### src/rtl/assert_macros.svh
// ----------------------------------------------------------------------------
// Assertion macros
// Shared concurrent assertion wrappers. They compile to nothing in synthesis.
// ----------------------------------------------------------------------------
`ifndef ASSERT_MACROS_SVH
`define ASSERT_MACROS_SVH

`ifndef SYNTHESIS
// Property must hold at every clock edge outside reset.
`define ASSERT_ALWAYS(label, clk, rst, prop, msg) \
  label: assert property (@(posedge clk) disable iff (rst) (prop)) else $error(msg);
// When the trigger holds, the consequence holds in the next cycle.
`define ASSERT_NEXT(label, clk, rst, trig, cons, msg) \
  label: assert property (@(posedge clk) disable iff (rst) (trig) |=> (cons)) \
    else $error(msg);
`else
`define ASSERT_ALWAYS(label, clk, rst, prop, msg)
`define ASSERT_NEXT(label, clk, rst, trig, cons, msg)
`endif

`endif

### src/rtl/tfpa_pkg.sv
// ----------------------------------------------------------------------------
// tfpa_pkg
// Types and constants shared by the TLV frame parser and accumulator.
// ----------------------------------------------------------------------------
`default_nettype none

package tfpa_pkg;

  // Configuration port geometry: two 32-bit registers at byte addresses 0 and 4.
  localparam int ADDR_W = 3;
  localparam int DATA_W = 32;

  // Register indexes, taken from address bit 2.
  localparam logic REG_TRADE     = 1'b0;
  localparam logic REG_HEARTBEAT = 1'b1;

  // Register reset values.
  localparam logic [7:0] TRADE_RESET     = 8'd1;
  localparam logic [7:0] HEARTBEAT_RESET = 8'd2;

  // Frame layout.
  localparam logic [15:0] HDR_BYTES     = 16'd3;
  localparam logic [15:0] FULL_FRAME    = 16'd11;
  localparam logic [15:0] PAYLOAD_BYTES = 16'd8;

  // Parser phase, one-hot.
  typedef enum logic [3:0] {
    PH_LEN_LO  = 4'b0001,
    PH_LEN_HI  = 4'b0010,
    PH_TYPE    = 4'b0100,
    PH_PAYLOAD = 4'b1000
  } phase_t;

  // Type codes handed from the register block to the parser.
  typedef struct packed {
    logic [7:0] trade_code;
    logic [7:0] heartbeat_code;
  } cfg_t;

endpackage

`default_nettype wire

### src/rtl/tlv_frame_parse_accumulate_core.sv
// ----------------------------------------------------------------------------
// tlv_frame_parse_accumulate_core
// Parses length-prefixed TLV frames a byte at a time and sums trade and
// heartbeat contributions, giving the total on the last byte of each buffer.
//
//   Channel   Direction  Handshake             Word
//   input     in         in_valid/in_ready     data_byte, last_byte
//   output    out        out_valid/out_ready   total (one per buffer)
//   config    in         psel/penable/pwrite   paddr, pwdata, prdata
//
// One byte is accepted every cycle while no last byte waits on a stalled result;
// a byte passes through the input register, then its total goes to the result register.
// The critical path is the frame completion add into the 64-bit running sum.
// A stalled result only holds back a following last byte; other bytes flow on.
// Reset is synchronous and restores type codes 1 and 2 and an empty parser.
// ----------------------------------------------------------------------------
`default_nettype none

module tlv_frame_parse_accumulate_core (
  input  wire logic                         clk,
  input  wire logic                         rst,
  input  wire logic                         psel,
  input  wire logic                         penable,
  input  wire logic                         pwrite,
  input  wire logic [tfpa_pkg::ADDR_W-1:0]  paddr,
  input  wire logic [tfpa_pkg::DATA_W-1:0]  pwdata,
  output logic      [tfpa_pkg::DATA_W-1:0]  prdata,
  output logic                              pready,
  input  wire logic [7:0]                   data_byte,
  input  wire logic                         last_byte,
  input  wire logic                         in_valid,
  output logic                              in_ready,
  output logic [63:0]                       total,
  output logic                              out_valid,
  input  wire logic                         out_ready
);

  tfpa_pkg::cfg_t cfg;
  logic           in_q_valid;
  logic [7:0]     in_q_byte;
  logic           in_q_last;
  logic           item_take;

  // Configuration registers.
  tfpa_regs u_regs (
    .clk     (clk),
    .rst     (rst),
    .psel    (psel),
    .penable (penable),
    .pwrite  (pwrite),
    .paddr   (paddr),
    .pwdata  (pwdata),
    .prdata  (prdata),
    .pready  (pready),
    .cfg     (cfg)
  );

  // Input register: refills whenever its byte moves on to the parser.
  assign in_ready = !in_q_valid || item_take;

  always_ff @(posedge clk) begin
    if (rst) begin
      in_q_valid <= 1'b0;
    end else if (in_ready) begin
      in_q_valid <= in_valid;
    end
  end

  always_ff @(posedge clk) begin
    if (in_valid && in_ready) begin
      in_q_byte <= data_byte;
      in_q_last <= last_byte;
    end
  end

  // Frame parser and result register.
  tfpa_parser u_parser (
    .clk        (clk),
    .rst        (rst),
    .cfg        (cfg),
    .item_valid (in_q_valid),
    .item_byte  (in_q_byte),
    .item_last  (in_q_last),
    .item_take  (item_take),
    .total      (total),
    .out_valid  (out_valid),
    .out_ready  (out_ready)
  );

endmodule

`default_nettype wire

### src/rtl/tfpa_regs.sv
// ----------------------------------------------------------------------------
// tfpa_regs
// APB-style configuration registers holding the trade and heartbeat type codes.
// ----------------------------------------------------------------------------
`default_nettype none

module tfpa_regs (
  input  wire logic                         clk,
  input  wire logic                         rst,
  input  wire logic                         psel,
  input  wire logic                         penable,
  input  wire logic                         pwrite,
  input  wire logic [tfpa_pkg::ADDR_W-1:0]  paddr,
  input  wire logic [tfpa_pkg::DATA_W-1:0]  pwdata,
  output logic      [tfpa_pkg::DATA_W-1:0]  prdata,
  output logic                              pready,
  output tfpa_pkg::cfg_t                    cfg
);

  logic wr_en;
  logic reg_sel;

  // The port never inserts wait states.
  assign pready  = 1'b1;
  assign wr_en   = psel && penable && pwrite && pready;
  assign reg_sel = paddr[2];

  // Register writes.
  always_ff @(posedge clk) begin
    if (rst) begin
      cfg.trade_code     <= tfpa_pkg::TRADE_RESET;
      cfg.heartbeat_code <= tfpa_pkg::HEARTBEAT_RESET;
    end else if (wr_en) begin
      unique case (reg_sel)
        tfpa_pkg::REG_TRADE:     cfg.trade_code     <= pwdata[7:0];
        tfpa_pkg::REG_HEARTBEAT: cfg.heartbeat_code <= pwdata[7:0];
        default: ;
      endcase
    end
  end

  // Read mux.
  always_comb begin
    unique case (reg_sel)
      tfpa_pkg::REG_TRADE:     prdata = {24'd0, cfg.trade_code};
      tfpa_pkg::REG_HEARTBEAT: prdata = {24'd0, cfg.heartbeat_code};
      default:                 prdata = '0;
    endcase
  end

endmodule

`default_nettype wire

### src/rtl/tfpa_parser.sv
// ----------------------------------------------------------------------------
// tfpa_parser
// Frame parser state, running sum and the result register.
// ----------------------------------------------------------------------------
`default_nettype none

`include "assert_macros.svh"

module tfpa_parser (
  input  wire logic           clk,
  input  wire logic           rst,
  input  wire tfpa_pkg::cfg_t cfg,
  input  wire logic           item_valid,
  input  wire logic [7:0]     item_byte,
  input  wire logic           item_last,
  output logic                item_take,
  output logic [63:0]         total,
  output logic                out_valid,
  input  wire logic           out_ready
);

  tfpa_pkg::phase_t phase, phase_next;
  logic [15:0] frame_pos, frame_pos_next;
  logic [15:0] frame_len, frame_len_next;
  logic [7:0]  frame_kind, frame_kind_next;
  logic [63:0] payload_word, payload_word_next;
  logic [63:0] running_sum, running_sum_next;
  logic        halted, halted_next;

  logic        finish;
  logic [15:0] pay_idx;
  logic [15:0] pos_inc;
  logic [31:0] trade_sum;
  logic [63:0] contrib;

  // A byte is taken unless it is the last one and the result slot is still full.
  assign item_take = item_valid && (!item_last || !out_valid || out_ready);

  assign pay_idx   = frame_pos - tfpa_pkg::HDR_BYTES;
  assign pos_inc   = frame_pos + 16'd1;
  assign trade_sum = payload_word_next[31:0] + payload_word_next[63:32];

  // Next-state logic for one byte.
  always_comb begin
    phase_next        = phase;
    frame_pos_next    = frame_pos;
    frame_len_next    = frame_len;
    frame_kind_next   = frame_kind;
    payload_word_next = payload_word;
    halted_next       = halted;
    finish            = 1'b0;

    if (item_take && !halted) begin
      unique case (phase)
        tfpa_pkg::PH_LEN_LO: begin
          frame_len_next = {8'd0, item_byte};
          frame_pos_next = 16'd1;
          phase_next     = tfpa_pkg::PH_LEN_HI;
        end
        tfpa_pkg::PH_LEN_HI: begin
          frame_len_next = {item_byte, frame_len[7:0]};
          frame_pos_next = 16'd2;
          if (frame_len_next < tfpa_pkg::HDR_BYTES) begin
            halted_next = 1'b1;
          end else begin
            phase_next = tfpa_pkg::PH_TYPE;
          end
        end
        tfpa_pkg::PH_TYPE: begin
          frame_kind_next   = item_byte;
          frame_pos_next    = tfpa_pkg::HDR_BYTES;
          payload_word_next = '0;
          if (frame_len == tfpa_pkg::HDR_BYTES) begin
            finish = 1'b1;
          end else begin
            phase_next = tfpa_pkg::PH_PAYLOAD;
          end
        end
        tfpa_pkg::PH_PAYLOAD: begin
          // Only the first eight payload bytes are kept.
          for (int i = 0; i < 8; i++) begin
            if (pay_idx < tfpa_pkg::PAYLOAD_BYTES && pay_idx[2:0] == 3'(i)) begin
              payload_word_next[8*i +: 8] = item_byte;
            end
          end
          frame_pos_next = pos_inc;
          if (pos_inc == frame_len) begin
            finish = 1'b1;
          end
        end
        default: ;
      endcase

      if (finish) begin
        phase_next     = tfpa_pkg::PH_LEN_LO;
        frame_pos_next = '0;
      end
    end
  end

  // Contribution of a completed frame; a trade wins when both codes match.
  always_comb begin
    contrib = '0;
    if (finish && frame_len >= tfpa_pkg::FULL_FRAME) begin
      if (frame_kind_next == cfg.trade_code) begin
        contrib = {32'd0, trade_sum};
      end else if (frame_kind_next == cfg.heartbeat_code) begin
        contrib = payload_word_next;
      end
    end
  end

  assign running_sum_next = running_sum + contrib;

  // Parser state; the last byte of a buffer clears everything.
  always_ff @(posedge clk) begin
    if (rst || (item_take && item_last)) begin
      phase        <= tfpa_pkg::PH_LEN_LO;
      frame_pos    <= '0;
      frame_len    <= '0;
      frame_kind   <= '0;
      payload_word <= '0;
      running_sum  <= '0;
      halted       <= 1'b0;
    end else begin
      phase        <= phase_next;
      frame_pos    <= frame_pos_next;
      frame_len    <= frame_len_next;
      frame_kind   <= frame_kind_next;
      payload_word <= payload_word_next;
      running_sum  <= running_sum_next;
      halted       <= halted_next;
    end
  end

  // Result register.
  always_ff @(posedge clk) begin
    if (rst) begin
      out_valid <= 1'b0;
    end else if (item_take && item_last) begin
      out_valid <= 1'b1;
    end else if (out_ready) begin
      out_valid <= 1'b0;
    end
  end

  always_ff @(posedge clk) begin
    if (item_take && item_last) begin
      total <= running_sum_next;
    end
  end

  // Checks on the parser state.
  `ASSERT_NEXT(a_clear_after_last, clk, rst, item_take && item_last,
    running_sum == '0 && phase == tfpa_pkg::PH_LEN_LO && !halted,
    "state not cleared after last byte")
  `ASSERT_ALWAYS(a_halt_phase, clk, rst, !halted || phase == tfpa_pkg::PH_LEN_HI,
    "halted outside length high phase")
  `ASSERT_ALWAYS(a_payload_pos, clk, rst, phase != tfpa_pkg::PH_PAYLOAD ||
    (frame_pos >= tfpa_pkg::HDR_BYTES && frame_pos < frame_len),
    "payload position out of frame")

endmodule

`default_nettype wire
### config.mk
export PLATFORM = sky130hd
export DESIGN_NAME = tlv_frame_parse_accumulate_core
export DESIGN_NICKNAME = d
export VERILOG_FILES = /design/src/rtl/tfpa_pkg.sv /design/src/rtl/tlv_frame_parse_accumulate_core.sv /design/src/rtl/tfpa_regs.sv /design/src/rtl/tfpa_parser.sv
export VERILOG_INCLUDE_DIRS = /design/src /design/src/rtl
export SDC_FILE = /design/constraint.sdc
export NUM_CORES = 1
export LEC_CHECK = 0
export ABC_AREA = 1
export BUFFER_PORTS_ARGS = -buffer_cell sky130_fd_sc_hd__buf_2
export CAP_MARGIN = 15
export CORE_ASPECT_RATIO = 0.8
export CORE_MARGIN = 2
export CORE_UTILIZATION = 60
export DETAILED_ROUTE_END_ITERATION = 10
export PLACE_DENSITY = 0.77
export REMOVE_ABC_BUFFERS = 1
export SLEW_MARGIN = 25
export SYNTH_ARGS = -nofsm -noshare
export SYNTH_HDL_FRONTEND = slang
export SYNTH_SLANG_ARGS = --single-unit
### constraint.sdc
create_clock -name clk -period 7.4 [get_ports clk]
set_input_delay 0 -clock clk [delete_from_list [all_inputs] [get_ports clk]]
set_output_delay 0 -clock clk [all_outputs]
set_load 0.05 [all_outputs]
==> impl_metrics.toml <==
[critical_path]
r2r_start = "u_parser.frame_pos[1]$_SDFFE_PP0P_"
worstPathArrival_ps = 7310
reg2reg_slack_ps = 410
crit_path_max_incr_delay_ps = 380
endpoint_kind = "flip-flop"
required_ps = 7720
cpMostUsedCell = "inv_1"
cpMaxStageDelayCell = "dfxtp_1"
worstRegToRegCells = 37
start_kind = "flip-flop"
timing.rr.end = "u_parser.total[61]$_DFFE_PP_"
path_class = "reg -> reg"
worst-path-max-fanout = 8

[synth]
synth_most_common_cell = "nand2_1"
synthTopCellsByArea = "dfxtp_1 22%, edfxtp_1 13%, nand2_1 9.3%, nor2_1 7.9%, inv_1 7.9%"
yosys_warnings = 0
synth_edf_count = 73
netlist.area_leader.share_pct = 21.8
synth_ff_type = "dfxtp_1"
syn_area_per_cell_um2 = 7.03
async_reset_ff_share_pct = 0
ys_types = 65
syn_area_mm2 = 0.0175
seq_area_frac_synth_pct = 34.3
synth_area_leader_cell = "dfxtp_1"
synth_seq_cells = 264
synthTopCellsByCount = "436 x nand2_1, 371 x nor2_1, 370 x inv_1"
synth_cells = 2492

[finish]
areaGrowthSynthToFinish_pct = 12.7
fin_area_mm2 = 0.0198
drive_gt1_share_pct = 12.8
post-route-util_pct = 69.3
fin_nets = 2778
antenna_cells = 0

[place]
portBuffers = 98
dp_hpwl_um = 41100
gp_congestion = 0.999
dpl_cell_area_mm2 = 0.0184

[pwr]
finalPower_uw = 3210
p_leak_uw = 0.00966
ir_worst_vdd_mv = 0.195
p_per_area_mw_per_mm2 = 163

[sta]
hold_viol = 0
rsz0062_at_grt = "true"
max_freq_mhz = 143
setup_violations = 0
finalCritPeriodShare_pct = 94.5
slew_headroom_pct = 33.2
setup_tns_ps = 0
worst_pin_slew_ps = 1000
slew_viol_final = 0
fin_skew_ps = 15.7
min_period_ps = 6990

[grt]
grt_pass1_wl_um = 83600
overflow = 0
antenna_found_initial = 0
grt_pass1_vias = 15900
grt_usage_pct = 34.7
grt_max_degree = 92

[route]
vias_per_cell = 5.68
wl_met1_um = 23900
top_layer_used = "met4"
dr.first_iter.drc_count = 1582
drt_pre_antenna_iters = 7
drc = 0
routed_wl_um = 53800
met2_length_um = 22500
post_drt_wl_per_cell_um = 17.8
wl_met3_um = 5680
vias = 17200
antenna_left = 0

[worst_hold_path]
holdPathStages = 5
hold_path_end = "u_regs.cfg[2]$_SDFFE_PP0P_"
worstHoldPathType = "in -> reg"
hp-start = "pwrite"

[clock_tree]
cts_buffer_depth = 3
htreeDepth = 1
clock_latency_ps = 570
cts_buffers = 28
cts_tree = "done"
clockRootBuffer = "clkbuf_16"
cts.sinks = 264
path_clk_slew_ps = 70

[status]
status = "completed"

[floorplanning]
die_h_um = 157
coreArea_mm2 = 0.0285
io_pins = 150
fp.dieArea_mm2 = 0.0306
die_w_um = 195
start_util_pct = 61.5
row_count = 55

[flow_run]
drv_cap = 0
==> logic make-up (layout without fill, tap and decap cells) <==
logic type | after synthesis | in the layout | synth area share, %
XOR/XNOR | 85 | 85 | 4.33
AO/OA/AOI/OAI | 486 | 486 | 16.4
adder cells (fa/ha/maj) | 98 | 98 | 7.04
AND/OR/NAND/NOR | 1092 | 1092 | 27.0
flip-flops | 264 | 264 | 34.3
other | 2 | 25 | 0.0429
buffers and inverters | 465 | 601 | 10.9
==> flip-flops by register name (all words and copies together) (netlist names), 4 cells and up <==
signal / cells
u_parser.frame_len: 16
u_parser.running_sum: 64
in_q_byte: 8
u_regs.cfg: 16
u_parser.frame_kind: 8
u_parser.phase: 4
u_parser.total: 64
u_parser.frame_pos: 16
u_parser.payload_word: 64
==> critical path, delay by kind of cell (launching register included) <==
kind | cells | cell delay [ps]
xor gates and xnor gates | 2 | 360
AOI/OAI and AO/OA | 9 | 1830
DFF | 1 | 380
buffers and inverters | 6 | 620
adders and majority gates | 3 | 1000
and+or+nand+nor | 17 | 2540
==> stage by stage <==
stage / hold slack (ps) / setup WS [ps] / std cells
5_1_grt: 125 / -34.2 / 3021
3_5_place_dp: 176 / 297 / 2941
3_3_place_gp: 170 / 509 / 2941
4_1_cts: 7.27 / 234 / 3021
6_report: 34.6 / 405 / 3021
2_1_floorplan: 69.1 / 1340 / 2437
==> placed cells by master, fill, tap and decap left out, types with 5 or more instances in the layout <==
cell	n
dlygate4sd3_1	28
clkbuf_8	6
clkbuf_1	5
and3_1	5
nand4_1	22
inv_2	17
nand3_2	5
and2_1	5
nand2_2	20
nor2_4	5
dfxtp_1	191
nor2_1	368
o21ai_1	19
buf_2	98
o21ai_2	8
buf_4	36
a22oi_2	19
a31oi_1	27
nor2_2	38
xor2_1	53
clkbuf_16	30
a22oi_1	28
a211oi_1	7
nor4_1	14
conb_1	25
nand3_1	114
a21oi_1	201
clkinv_2	5
o21a_1	17
a21oi_2	14
edfxtp_1	73
xnor2_1	30
inv_1	368
or2_2	12
o21ai_0	100
nor3_1	31
nand2_1	435
ha_1	97
o21bai_1	6
==> layout make-up <==
type	count	area [um2]
Timing Repair Buffer	162	1040
Multi-Input combinational cell	1786	9860
Clock inverter	11	63.8
Tap cell	370	463
Inverter	387	1450
Fill cell	2459	8740
Clock buffer	41	852
Sequential cell	264	6020
==> power by group <==
| group | total [uW] | switching (uW) | internal [uW] |
|---|---|---|---|
| clock | 1400 | 606 | 797 |
| sequential | 1530 | 25.2 | 1500 |
| combinational | 279 | 208 | 71.5 |
==> layer usage <==
| metal | GRT usage, % | up-vias |
|---|---|---|
| met5 | 0 | - |
| met4 | 11.7 | 0 |
| met3 | 7.80 | 114 |
| met2 | 52.6 | 809 |
| met1 | 48.8 | 7838 |
| li1 | - | 8403 |
==> how the worst max path moves through the flow <==
stage	from	endpoint	slack, ps	cells after the start
after floorplan	u_parser.out_valid$_SDFFE_PP0P_	u_parser.total[46]$_DFFE_PP_	1340	34
after global placement	u_parser.frame_pos[1]$_SDFFE_PP0P_	u_parser.running_sum[60]$_SDFF_PP0_	510	35
after detailed placement	u_parser.frame_pos[1]$_SDFFE_PP0P_	u_parser.total[47]$_DFFE_PP_	300	38
after CTS	u_parser.frame_pos[1]$_SDFFE_PP0P_	u_parser.total[47]$_DFFE_PP_	230	38
after global routing	u_parser.frame_pos[1]$_SDFFE_PP0P_	u_parser.total[63]$_DFFE_PP_	-30	40
final	u_parser.frame_pos[1]$_SDFFE_PP0P_	u_parser.total[61]$_DFFE_PP_	410	37
==> timing repair <==
action	CTS	global route
endpoints found under the hold margin	37	0
buffers inserted	0	0
hold buffers	28	0
endpoints found under the setup margin	0	53
gates resized for setup	0	48
Power figures use the tool's default switching activity.
